<file path="src/rtl/core/tfu_pkg.sv">
// ----------------------------------------------------------------------------
// tfu_pkg: shared types and constants of the fixed-point transcendental unit
// Q16.16 word format, function codes, sequencer states and divider handshake.
// ----------------------------------------------------------------------------
package tfu_pkg;

  localparam int WORD_BITS = 32;
  localparam int FRAC_BITS = 16;
  localparam int LIM_BITS  = 31;
  localparam int DIV_STEPS = WORD_BITS + FRAC_BITS;
  localparam int DIV_CNT_BITS = $clog2(DIV_STEPS);

  typedef logic signed [WORD_BITS-1:0] word_t;

  localparam word_t ONE       = word_t'(32'sd65536);
  localparam word_t TWO       = word_t'(32'sd131072);
  localparam word_t WMAX      = word_t'(32'sh7FFFFFFF);
  localparam word_t WMIN      = word_t'(32'sh80000000);
  localparam word_t E_FIX     = word_t'(32'sd178145);
  localparam word_t LN2_FIX   = word_t'(32'sd45426);
  localparam word_t EXP_STOP  = word_t'(32'sd20);
  localparam word_t SQRT_SMALL = word_t'(32'sd6);
  localparam int    EXP_TERMS = 14;
  localparam int    SQRT_DEF_ITER = 16;
  localparam int    LOG_MAX_HALF = 32;
  localparam logic [LIM_BITS-1:0] EXP_LIM_RESET = 31'd681391;

  // Log polynomial coefficients, Q16.16.
  localparam word_t LG0 = word_t'(32'sd43690);
  localparam word_t LG1 = word_t'(32'sd26214);
  localparam word_t LG2 = word_t'(32'sd18724);
  localparam word_t LG3 = word_t'(32'sd14563);
  localparam word_t LG4 = word_t'(32'sd11916);
  localparam word_t LG5 = word_t'(32'sd10036);
  localparam word_t LG6 = word_t'(32'sd9698);

  typedef enum logic [1:0] {
    FN_SQRT = 2'd0,
    FN_EXP  = 2'd1,
    FN_LOG  = 2'd2,
    FN_TANH = 2'd3
  } func_t;

  typedef enum logic [4:0] {
    ST_IDLE,
    ST_START,
    ST_SQ_INV,
    ST_SQ_PREP,
    ST_SQ_CNT,
    ST_SQ_ITER,
    ST_SQ_FIN,
    ST_EX_DIV,
    ST_EX_MUL,
    ST_EX_FIN,
    ST_LG_SHIFT,
    ST_LG_DIV,
    ST_LG_POLY,
    ST_TH_X2,
    ST_TH_LOOP,
    ST_TH_FIN,
    ST_DONE
  } state_t;

  typedef struct packed {
    logic  start;
    word_t dividend;
    word_t divisor;
  } div_req_t;

  typedef struct packed {
    logic  done;
    word_t quot;
  } div_rsp_t;

  // Fixed-point product: bits [47:16] of the full signed product.
  function automatic word_t fmul(input word_t a, input word_t b);
    logic signed [2*WORD_BITS-1:0] p;
    p = a * b;
    return p[FRAC_BITS +: WORD_BITS];
  endfunction

  function automatic word_t fx(input logic [5:0] n);
    return word_t'({26'd0, n}) <<< FRAC_BITS;
  endfunction

endpackage

</file>
<file path="src/rtl/core/tfu_div.sv">
// ----------------------------------------------------------------------------
// tfu_div: iterative fixed-point divider
// Computes (a << 16) / b truncated toward zero, one quotient bit per cycle; b = 0 gives WMAX or WMIN by the sign of a.
// ----------------------------------------------------------------------------
module tfu_div (
  input  logic              clk,
  input  logic              rst_n,
  input  tfu_pkg::div_req_t req,
  output tfu_pkg::div_rsp_t rsp
);

  logic                                busy_r, busy_nxt;
  logic                                done_r, done_nxt;
  logic [tfu_pkg::DIV_CNT_BITS-1:0]    cnt_r, cnt_nxt;
  logic [tfu_pkg::DIV_STEPS-1:0]       dvd_r, dvd_nxt;
  logic [tfu_pkg::WORD_BITS-1:0]       dvs_r, dvs_nxt;
  logic [tfu_pkg::WORD_BITS-1:0]       rem_r, rem_nxt;
  logic [tfu_pkg::WORD_BITS-1:0]       quo_r, quo_nxt;
  logic                                neg_r, neg_nxt;
  tfu_pkg::word_t                      res_r, res_nxt;
  logic [tfu_pkg::WORD_BITS:0]         rem_sh;
  logic [tfu_pkg::WORD_BITS-1:0]       mag_a, mag_b;

  always_comb begin
    busy_nxt = busy_r;
    done_nxt = 1'b0;
    cnt_nxt  = cnt_r;
    dvd_nxt  = dvd_r;
    dvs_nxt  = dvs_r;
    rem_nxt  = rem_r;
    quo_nxt  = quo_r;
    neg_nxt  = neg_r;
    res_nxt  = res_r;
    mag_a    = req.dividend[tfu_pkg::WORD_BITS-1] ? 32'(-req.dividend) : 32'(req.dividend);
    mag_b    = req.divisor[tfu_pkg::WORD_BITS-1] ? 32'(-req.divisor) : 32'(req.divisor);
    rem_sh   = {rem_r, dvd_r[tfu_pkg::DIV_STEPS-1]};
    if (busy_r) begin
      quo_nxt = {quo_r[tfu_pkg::WORD_BITS-2:0], 1'b0};
      rem_nxt = rem_sh[tfu_pkg::WORD_BITS-1:0];
      if (rem_sh >= {1'b0, dvs_r}) begin
        rem_nxt    = 32'(rem_sh - {1'b0, dvs_r});
        quo_nxt[0] = 1'b1;
      end
      dvd_nxt = dvd_r << 1;
      cnt_nxt = cnt_r - 1'b1;
      if (cnt_r == '0) begin
        busy_nxt = 1'b0;
        done_nxt = 1'b1;
        res_nxt  = neg_r ? tfu_pkg::word_t'(-quo_nxt) : tfu_pkg::word_t'(quo_nxt);
      end
    end else if (req.start) begin
      if (req.divisor == '0) begin
        done_nxt = 1'b1;
        res_nxt  = req.dividend[tfu_pkg::WORD_BITS-1] ? tfu_pkg::WMIN : tfu_pkg::WMAX;
      end else begin
        busy_nxt = 1'b1;
        dvd_nxt  = {mag_a, {tfu_pkg::FRAC_BITS{1'b0}}};
        dvs_nxt  = mag_b;
        rem_nxt  = '0;
        quo_nxt  = '0;
        neg_nxt  = req.dividend[tfu_pkg::WORD_BITS-1] ^ req.divisor[tfu_pkg::WORD_BITS-1];
        cnt_nxt  = tfu_pkg::DIV_CNT_BITS'(tfu_pkg::DIV_STEPS - 1);
      end
    end
  end

  always_ff @(posedge clk) begin
    if (!rst_n) begin
      busy_r <= 1'b0;
      done_r <= 1'b0;
    end else begin
      busy_r <= busy_nxt;
      done_r <= done_nxt;
    end
    cnt_r <= cnt_nxt;
    dvd_r <= dvd_nxt;
    dvs_r <= dvs_nxt;
    rem_r <= rem_nxt;
    quo_r <= quo_nxt;
    neg_r <= neg_nxt;
    res_r <= res_nxt;
  end

  assign rsp.done = done_r;
  assign rsp.quot = res_r;

endmodule

</file>
<file path="src/rtl/core/fixed_point_transcendental_unit.sv">
// Every division runs on the shared divider; sqrt runs Newton steps, plus two
// reciprocals for small fractions; special operands skip the iterations.
// Throughput: one beat at a time; the divider loop sets the rate.
// Reset: rst_n (synchronous, active low) idles the sequencer, drops out_tvalid
// and loads exp_saturation_limit with 681391.
// ----------------------------------------------------------------------------
// fixed_point_transcendental_unit: Q16.16 sqrt, exp, log and tanh
// A small sequencer drives one iterative divider and one multiplier to run
// Newton square root, a Taylor exponential, a polynomial log and a
// continued-fraction tanh.
// ----------------------------------------------------------------------------
module fixed_point_transcendental_unit (
  input  logic        clk,
  input  logic        rst_n,
  input  logic        in_tvalid,
  output logic        in_tready,
  input  logic [31:0] in_tdata,   // [31:0] operand
  input  logic [1:0]  in_tuser,   // [1:0] func
  output logic        out_tvalid,
  input  logic        out_tready,
  output logic [31:0] out_tdata,  // [31:0] result
  input  logic        cfg_wen,
  input  logic [30:0] cfg_wdata   // exp_saturation_limit
);

  tfu_pkg::state_t state_r, state_nxt;
  tfu_pkg::func_t  func_r, func_nxt;
  tfu_pkg::word_t  a_r, a_nxt;      // operand / working argument
  tfu_pkg::word_t  l_r, l_nxt;      // Newton estimate, exp sum
  tfu_pkg::word_t  t_r, t_nxt;      // exp term, tanh fraction, log partial
  tfu_pkg::word_t  u_r, u_nxt;      // scratch
  tfu_pkg::word_t  f_r, f_nxt;
  tfu_pkg::word_t  s_r, s_nxt;
  tfu_pkg::word_t  z_r, z_nxt;
  tfu_pkg::word_t  w_r, w_nxt;
  tfu_pkg::word_t  res_r, res_nxt;
  logic [5:0]      cnt_r, cnt_nxt;
  logic [3:0]      step_r, step_nxt;
  logic            inv_r, inv_nxt;
  logic            div_pend_r, div_pend_nxt;
  logic            out_valid_r, out_valid_nxt;
  logic [31:0]     out_data_r, out_data_nxt;
  logic [30:0]     lim_r;

  tfu_pkg::div_req_t div_req;
  tfu_pkg::div_rsp_t div_rsp;
  tfu_pkg::word_t    mul_a, mul_b, mul_p, sum_w, q;
  logic              div_use, div_ok;
  logic signed [32:0] a33, lim33;

  tfu_div u_div (
    .clk   (clk),
    .rst_n (rst_n),
    .req   (div_req),
    .rsp   (div_rsp)
  );

  // The one multiplier: operands are picked by the sequencer state.
  assign mul_p = tfu_pkg::fmul(mul_a, mul_b);
  assign q     = div_rsp.quot;
  // A division result is used only in the cycle its done pulse arrives.
  assign div_ok = div_pend_r && div_rsp.done;

  assign a33   = {a_r[31], a_r};
  assign lim33 = {2'b00, lim_r};

  always_comb begin
    state_nxt     = state_r;
    func_nxt      = func_r;
    a_nxt         = a_r;
    l_nxt         = l_r;
    t_nxt         = t_r;
    u_nxt         = u_r;
    f_nxt         = f_r;
    s_nxt         = s_r;
    z_nxt         = z_r;
    w_nxt         = w_r;
    res_nxt       = res_r;
    cnt_nxt       = cnt_r;
    step_nxt      = step_r;
    inv_nxt       = inv_r;
    out_valid_nxt = out_valid_r;
    out_data_nxt  = out_data_r;
    div_use       = 1'b0;
    div_req.dividend = a_r;
    div_req.divisor  = l_r;
    mul_a         = a_r;
    mul_b         = a_r;
    sum_w         = '0;

    if (out_valid_r && out_tready) begin
      out_valid_nxt = 1'b0;
    end

    case (state_r)
      tfu_pkg::ST_IDLE: begin
        if (in_tvalid) begin
          func_nxt  = tfu_pkg::func_t'(in_tuser);
          a_nxt     = tfu_pkg::word_t'(in_tdata);
          state_nxt = tfu_pkg::ST_START;
        end
      end
      tfu_pkg::ST_START: begin
        state_nxt = tfu_pkg::ST_DONE;
        case (func_r)
          tfu_pkg::FN_SQRT: begin
            inv_nxt = 1'b0;
            if (a_r < 0) begin
              res_nxt = -32'sd1;
            end else if (a_r == '0 || a_r == tfu_pkg::ONE) begin
              res_nxt = a_r;
            end else if (a_r < tfu_pkg::ONE && a_r > tfu_pkg::SQRT_SMALL) begin
              inv_nxt   = 1'b1;
              state_nxt = tfu_pkg::ST_SQ_INV;
            end else begin
              state_nxt = tfu_pkg::ST_SQ_PREP;
            end
          end
          tfu_pkg::FN_EXP: begin
            if (a_r == '0) begin
              res_nxt = tfu_pkg::ONE;
            end else if (a_r == tfu_pkg::ONE) begin
              res_nxt = tfu_pkg::E_FIX;
            end else if (a33 >= lim33) begin
              res_nxt = tfu_pkg::WMAX;
            end else if (a33 <= -lim33) begin
              res_nxt = '0;
            end else begin
              // Work on the magnitude; a negative operand takes a reciprocal.
              inv_nxt   = a_r[31];
              a_nxt     = a_r[31] ? -a_r : a_r;
              t_nxt     = a_r[31] ? -a_r : a_r;
              l_nxt     = (a_r[31] ? -a_r : a_r) + tfu_pkg::ONE;
              cnt_nxt   = 6'd2;
              state_nxt = tfu_pkg::ST_EX_DIV;
            end
          end
          tfu_pkg::FN_LOG: begin
            if (a_r < 0) begin
              res_nxt = '0;
            end else if (a_r == '0) begin
              res_nxt = -tfu_pkg::ONE;
            end else begin
              cnt_nxt   = '0;
              state_nxt = tfu_pkg::ST_LG_SHIFT;
            end
          end
          default: begin
            if (a_r >= tfu_pkg::TWO) begin
              res_nxt = tfu_pkg::ONE;
            end else if (a_r <= -tfu_pkg::TWO) begin
              res_nxt = -tfu_pkg::ONE;
            end else begin
              state_nxt = tfu_pkg::ST_TH_X2;
            end
          end
        endcase
      end
      tfu_pkg::ST_SQ_INV: begin
        div_use = 1'b1;
        div_req.dividend = tfu_pkg::ONE;
        div_req.divisor  = a_r;
        if (div_ok) begin
          a_nxt     = q;
          state_nxt = tfu_pkg::ST_SQ_PREP;
        end
      end
      tfu_pkg::ST_SQ_PREP: begin
        l_nxt = (a_r >>> 1) + 32'sd1;
        if (a_r > tfu_pkg::ONE) begin
          u_nxt     = a_r;
          cnt_nxt   = '0;
          state_nxt = tfu_pkg::ST_SQ_CNT;
        end else begin
          cnt_nxt   = 6'(tfu_pkg::SQRT_DEF_ITER);
          state_nxt = tfu_pkg::ST_SQ_ITER;
        end
      end
      tfu_pkg::ST_SQ_CNT: begin
        // Count base-4 digits of the operand to set the Newton step count.
        if (u_r > 0) begin
          u_nxt   = u_r >>> 2;
          cnt_nxt = cnt_r + 6'd1;
        end else begin
          state_nxt = tfu_pkg::ST_SQ_ITER;
        end
      end
      tfu_pkg::ST_SQ_ITER: begin
        if (cnt_r == '0) begin
          state_nxt = tfu_pkg::ST_SQ_FIN;
        end else begin
          div_use = 1'b1;
          div_req.dividend = a_r;
          div_req.divisor  = l_r;
          if (div_ok) begin
            sum_w   = l_r + q;
            l_nxt   = sum_w >>> 1;
            cnt_nxt = cnt_r - 6'd1;
          end
        end
      end
      tfu_pkg::ST_SQ_FIN: begin
        if (!inv_r) begin
          res_nxt   = l_r;
          state_nxt = tfu_pkg::ST_DONE;
        end else begin
          div_use = 1'b1;
          div_req.dividend = tfu_pkg::ONE;
          div_req.divisor  = l_r;
          if (div_ok) begin
            res_nxt   = q;
            state_nxt = tfu_pkg::ST_DONE;
          end
        end
      end
      tfu_pkg::ST_EX_DIV: begin
        div_use = 1'b1;
        div_req.dividend = a_r;
        div_req.divisor  = tfu_pkg::fx(cnt_r);
        if (div_ok) begin
          u_nxt     = q;
          state_nxt = tfu_pkg::ST_EX_MUL;
        end
      end
      tfu_pkg::ST_EX_MUL: begin
        mul_a = t_r;
        mul_b = u_r;
        t_nxt = mul_p;
        l_nxt = l_r + mul_p;
        // Stop after a term below the threshold or after the last term.
        if (mul_p < tfu_pkg::EXP_STOP || cnt_r == 6'(tfu_pkg::EXP_TERMS - 1)) begin
          state_nxt = tfu_pkg::ST_EX_FIN;
        end else begin
          cnt_nxt   = cnt_r + 6'd1;
          state_nxt = tfu_pkg::ST_EX_DIV;
        end
      end
      tfu_pkg::ST_EX_FIN: begin
        if (!inv_r) begin
          res_nxt   = l_r;
          state_nxt = tfu_pkg::ST_DONE;
        end else begin
          div_use = 1'b1;
          div_req.dividend = tfu_pkg::ONE;
          div_req.divisor  = l_r;
          if (div_ok) begin
            res_nxt   = q;
            state_nxt = tfu_pkg::ST_DONE;
          end
        end
      end
      tfu_pkg::ST_LG_SHIFT: begin
        // Halve the argument into (0, 2], counting the halvings.
        if (a_r > tfu_pkg::TWO && cnt_r < 6'(tfu_pkg::LOG_MAX_HALF)) begin
          a_nxt   = a_r >>> 1;
          cnt_nxt = cnt_r + 6'd1;
        end else begin
          f_nxt     = a_r - tfu_pkg::ONE;
          state_nxt = tfu_pkg::ST_LG_DIV;
        end
      end
      tfu_pkg::ST_LG_DIV: begin
        div_use = 1'b1;
        div_req.dividend = f_r;
        div_req.divisor  = tfu_pkg::TWO + f_r;
        if (div_ok) begin
          s_nxt     = q;
          step_nxt  = '0;
          state_nxt = tfu_pkg::ST_LG_POLY;
        end
      end
      tfu_pkg::ST_LG_POLY: begin
        // Squares s and z, runs two Horner chains in w, then the final combination, one product a cycle.
        step_nxt = step_r + 4'd1;
        case (step_r)
          4'd0: begin mul_a = s_r; mul_b = s_r; z_nxt = mul_p; end
          4'd1: begin mul_a = z_r; mul_b = z_r; w_nxt = mul_p; end
          4'd2: begin mul_a = w_r; mul_b = tfu_pkg::LG5; t_nxt = mul_p; end
          4'd3: begin mul_a = w_r; mul_b = tfu_pkg::LG3 + t_r; t_nxt = mul_p; end
          4'd4: begin mul_a = w_r; mul_b = tfu_pkg::LG1 + t_r; t_nxt = mul_p; end
          4'd5: begin mul_a = w_r; mul_b = tfu_pkg::LG6; u_nxt = mul_p; end
          4'd6: begin mul_a = w_r; mul_b = tfu_pkg::LG4 + u_r; u_nxt = mul_p; end
          4'd7: begin mul_a = w_r; mul_b = tfu_pkg::LG2 + u_r; u_nxt = mul_p; end
          4'd8: begin mul_a = z_r; mul_b = tfu_pkg::LG0 + u_r; u_nxt = mul_p; end
          4'd9: begin mul_a = s_r; mul_b = f_r - (t_r + u_r); u_nxt = mul_p; end
          4'd10: begin
            mul_a = tfu_pkg::LN2_FIX;
            mul_b = tfu_pkg::fx(cnt_r);
            t_nxt = mul_p;
          end
          default: begin
            res_nxt   = t_r + f_r - u_r;
            state_nxt = tfu_pkg::ST_DONE;
          end
        endcase
      end
      tfu_pkg::ST_TH_X2: begin
        mul_a     = a_r;
        mul_b     = a_r;
        z_nxt     = mul_p;
        t_nxt     = mul_p;
        cnt_nxt   = 6'd4;
        state_nxt = tfu_pkg::ST_TH_LOOP;
      end
      tfu_pkg::ST_TH_LOOP: begin
        div_use = 1'b1;
        div_req.dividend = z_r;
        div_req.divisor  = tfu_pkg::fx({cnt_r[4:0], 1'b1}) + t_r;
        if (div_ok) begin
          t_nxt   = q;
          cnt_nxt = cnt_r - 6'd1;
          if (cnt_r == 6'd1) begin
            state_nxt = tfu_pkg::ST_TH_FIN;
          end
        end
      end
      tfu_pkg::ST_TH_FIN: begin
        div_use = 1'b1;
        div_req.dividend = a_r;
        div_req.divisor  = tfu_pkg::ONE + t_r;
        if (div_ok) begin
          res_nxt   = q;
          state_nxt = tfu_pkg::ST_DONE;
        end
      end
      tfu_pkg::ST_DONE: begin
        if (!out_valid_r || out_tready) begin
          out_valid_nxt = 1'b1;
          out_data_nxt  = 32'(res_r);
          state_nxt     = tfu_pkg::ST_IDLE;
        end
      end
      default: begin
        state_nxt = tfu_pkg::ST_IDLE;
      end
    endcase

    // Issue a division once per use; hold pending until its done pulse.
    div_req.start = div_use && !div_pend_r;
    if (div_use && !div_pend_r) begin
      div_pend_nxt = 1'b1;
    end else if (div_ok) begin
      div_pend_nxt = 1'b0;
    end else begin
      div_pend_nxt = div_pend_r;
    end
  end

  always_ff @(posedge clk) begin
    if (!rst_n) begin
      state_r     <= tfu_pkg::ST_IDLE;
      div_pend_r  <= 1'b0;
      out_valid_r <= 1'b0;
      lim_r       <= tfu_pkg::EXP_LIM_RESET;
    end else begin
      state_r     <= state_nxt;
      div_pend_r  <= div_pend_nxt;
      out_valid_r <= out_valid_nxt;
      if (cfg_wen) begin
        lim_r <= cfg_wdata;
      end
    end
    func_r     <= func_nxt;
    a_r        <= a_nxt;
    l_r        <= l_nxt;
    t_r        <= t_nxt;
    u_r        <= u_nxt;
    f_r        <= f_nxt;
    s_r        <= s_nxt;
    z_r        <= z_nxt;
    w_r        <= w_nxt;
    res_r      <= res_nxt;
    cnt_r      <= cnt_nxt;
    step_r     <= step_nxt;
    inv_r      <= inv_nxt;
    out_data_r <= out_data_nxt;
  end

  assign in_tready  = (state_r == tfu_pkg::ST_IDLE);
  assign out_tvalid = out_valid_r;
  assign out_tdata  = out_data_r;

`ifndef SYNTHESIS
  // No division may be outstanding while a new operand can be taken.
  a_idle_no_div: assert property (@(posedge clk) disable iff (!rst_n)
    in_tready |-> !div_pend_r) else $error("division pending while idle");

  // The divider answers only a request that the sequencer issued.
  a_div_done_req: assert property (@(posedge clk) disable iff (!rst_n)
    div_rsp.done |-> div_pend_r) else $error("unrequested division result");

  // An accepted beat starts work, so the input closes the next cycle.
  a_busy_after_accept: assert property (@(posedge clk) disable iff (!rst_n)
    (in_tvalid && in_tready) |=> !in_tready) else $error("input open after accept");
`endif

endmodule

</file>
<file path="config.mk">
export PLATFORM = sky130hd
export DESIGN_NAME = fixed_point_transcendental_unit
export DESIGN_NICKNAME = d
export VERILOG_FILES = /design/src/rtl/core/tfu_pkg.sv /design/src/rtl/core/tfu_div.sv /design/src/rtl/core/fixed_point_transcendental_unit.sv
export SDC_FILE = /design/constraint.sdc
export NUM_CORES = 2
export LEC_CHECK = 0
export BUFFER_PORTS_ARGS = -buffer_cell sky130_fd_sc_hd__buf_2
export CORE_MARGIN = 2
export CORE_UTILIZATION = 49
export DETAILED_ROUTE_END_ITERATION = 16
export GPL_TIMING_DRIVEN = 0
export PLACE_DENSITY = 0.69
export SLEW_MARGIN = 10
export SYNTH_ARGS = -nofsm -noshare
export SYNTH_HDL_FRONTEND = slang
export SYNTH_SLANG_ARGS = --single-unit
</file>
<file path="constraint.sdc">
create_clock -name clk -period 32.8 [get_ports clk]
set_clock_uncertainty 0.2 [all_clocks]
set_input_delay 8.2 -clock clk [delete_from_list [all_inputs] [get_ports clk]]
set_output_delay 8.2 -clock clk [all_outputs]
set_load 0.01 [all_outputs]
</file>
==> run summary <==
failing checks: max-capacitance violations, max-slew violations
Placer Congestion: 1.16
nets@finish: 10.2k
Setup crit end kind: flip-flop
status: finished, violations left
most frequent cells in the layout: inv_1 (1218), nand2_1 (1045), fa_1 (905)
Final Hold Violating Endpoints: 0
# rows: 143
via count: 74.1k
crit path DAT: 22.16 ns
Worst-Margin Slew: 1.54 ns
Overflow after GRT: 0
Tot GR Track Use: 50.2%
CORE AREA: 152000 sq um
CTS tree: built
Initial DRC Count: 13.4k
Vias/cell: 6.81
Routed Antenna Nets: 0
dpl hpwl: 327000 microns
Setup TNS: 0 ns
# Post-CTS Setup Buffers: 0
CTS resizes: 0
ys flop type: edfxtp_1
filler instances: 14.3k
final worst setup slack: 11.00 ns
pre-CTS WS: 12.75 ns
Crit path required time: 33.16 ns
commonest non-fill, non-tap cell in the layout: inv_1
max-slew violations: 22
die area: 155000 sq um
reg-to-reg endpoint: l_r[29]
Routed WL per cell: 36.7 microns
fmax: 0.0459 GHz
initial antenna violation count: 40
Worst Setup Start Kind: flip-flop
Max Cap Viol: 5
crit share post-route: 66.5%
H-tree lvl count: 2
Met3 Wirelength: 71600 microns
Boundary Pins: 104
slowest stage delay, CP: 1.22 ns
Worst path most repeated cell: fa_1
CTS Sinks: 539
Crit Path Class: flip-flop to flip-flop
root buffer cell: clkbuf_16
largest net degree at the start of global routing: 57
Syn Inst Count: 8535
Die Y: 394 microns
Max Used Layer: met5
Die Width: 394 microns
DR WL met2: 148000 microns
Netlist cell types: 89
Hold Buf Count CTS: 0
Hold EP: out_tdata[26]
R2R cell count: 58
critical path's slowest cell: a2111oi_1
clk buf depth: 3
reg2reg start: step_r[0]
share of cells above drive strength 1: 4.96%
number of synthesized flops with an enable pin: 499
mapped cell area: 74600 sq um
min cycle time layout: 21.80 ns
HP Start: res_r[26]
DR pass1 iterations: 15
Slew headroom: -2.36%
Synth warnings: 0
first-pass GRT wire length: 545000 microns
vias in the first global route: 70.3k
port bufs: 101
Post-Syn Nets: 9939
Hold Crit Class: flip-flop to flip-flop
RSZ-0062 raised after global routing: no
share of synthesized flip-flops with an asynchronous set or reset: 0%
crit path max fanout: 10
reg-to-reg slack, setup: 11.00 ns
hold path cells: 0
DRC viols: 0
Yosys reg bits: 539
Starting Density: 49.2%
Area Overhead vs Synth: 9.28%
Num CTS Buffers: 61
sequential share of the synthesized area: 21.2%
wirelength, routed: 400000 microns
Clock Pin Slew Worst Setup and Hold Paths: 0.07 ns
# setup viols final: 0
clk_lat worst skew: 0.72 ns
M1 WL: 151000 microns
Avg Cell Area, Syn: 8.74 sq um
## logic make-up (layout without fill, tap and decap cells)
logic type / count (synthesis) / in the layout / share of synthesized area [%]
flops: 539 / 539 / 21.2
xor+xnor: 496 / 496 / 5.90
simple gates: 2543 / 2543 / 15.6
other cells: 0 / 24 / 0
mux: 39 / 39 / 0.532
compound gates: 1856 / 1856 / 16.6
fa+ha+maj: 1334 / 1334 / 31.5
buf+inv: 1728 / 2027 / 8.72
## per-layer routing
layer	vias up	global-route usage, %
li1	29400	-
met1	36600	66.8
met2	6603	64.1
met3	1471	26.6
met4	54	27.3
met5	-	2.92
## sequential cells by signal, summed over array words and instances, names as in the netlist, 31 cells and up
signal and cells:
a_r 32, f_r 32, l_r 32, lim_r 31
out_tdata 32, res_r 32, s_r 32, t_r 32
u_div.dvd_r 32, u_div.dvs_r 32, u_div.quo_r 31, u_div.rem_r 32
u_div.res_r 32, u_r 32, w_r 32, z_r 32
## worst max-delay path: cells and delay by family (launching register included)
kind                     cells  cell delay (ns)
AND/OR/NAND/NOR             13             2.62
AO/OA/AOI/OAI               21             8.17
adder cells (fa/ha/maj)     11             4.75
buffers and inverters       12             4.66
XOR/XNOR                     1             0.70
flip-flops                   1             0.46
## worst max-delay path by stage
| stage | end | from | slack [ns] | cells past startpoint |
|---|---|---|---|---|
| 5_1_grt | l_r[29] | step_r[0] | 11.16 | 57 |
| 4_1_cts | l_r[29] | step_r[0] | 12.65 | 58 |
| 3_5_place_dp | l_r[29] | step_r[0] | 12.75 | 58 |
| 3_3_place_gp | l_r[29] | step_r[0] | 12.07 | 58 |
| 2_1_floorplan | l_r[29] | t_r[2] | 19.35 | 57 |
| 6_report | l_r[29] | step_r[0] | 11.00 | 58 |
## area by class of cell
| cell class | instances | area (sq um) | area share [%] |
|---|---|---|---|
| antenna | 24 | 60.1 | 0.0737 |
| buffer | 506 | 1930 | 2.37 |
| clock buffer | 63 | 1530 | 1.88 |
| clock inverter | 52 | 737 | 0.904 |
| inverter | 1222 | 4590 | 5.63 |
| multi-input combinational | 6268 | 52800 | 64.8 |
| sequential | 539 | 15800 | 19.4 |
| tap | 2030 | 2540 | 3.12 |
| timing repair buffer | 184 | 1540 | 1.88 |
## synthesized netlist by cell type, drive strengths merged, types with 67 or more instances
| master | instances | area, sq um |
|---|---|---|
| a21oi | 498 | 2500 |
| nor3 | 130 | 651 |
| nand3 | 133 | 666 |
| ha | 429 | 5370 |
| nor2b | 108 | 676 |
| o21ai | 419 | 2100 |
| a21o | 97 | 728 |
| a222oi | 131 | 1310 |
| fa | 905 | 18100 |
| edfxtp | 499 | 15000 |
| xor2 | 186 | 1630 |
| nand2b | 81 | 507 |
| nand2 | 1046 | 3930 |
| inv | 1218 | 4570 |
| and2 | 139 | 870 |
| clkbuf | 455 | 1710 |
| xnor2 | 306 | 2680 |
| o22ai | 67 | 419 |
| nor2 | 593 | 2230 |
## metrics by stage
| stage | std cells | hold WS, ns | cell area, sq um | utilization [%] |
|---|---|---|---|---|
| after floorplan | 8535 | 0.226 | 74600 | - |
| after global placement | 10700 | 0.264 | 77600 | 51.2 |
| after detailed placement | 10700 | 0.260 | 79100 | 52.2 |
| after CTS | 10900 | 0.243 | 81400 | 53.7 |
| after global routing | 10900 | 0.249 | 81400 | 53.7 |
| final | 10900 | 0.271 | 81500 | 53.8 |
Power is not shown: default switching activity piles up to over one toggle a cycle in this logic, so the estimate is an artifact.
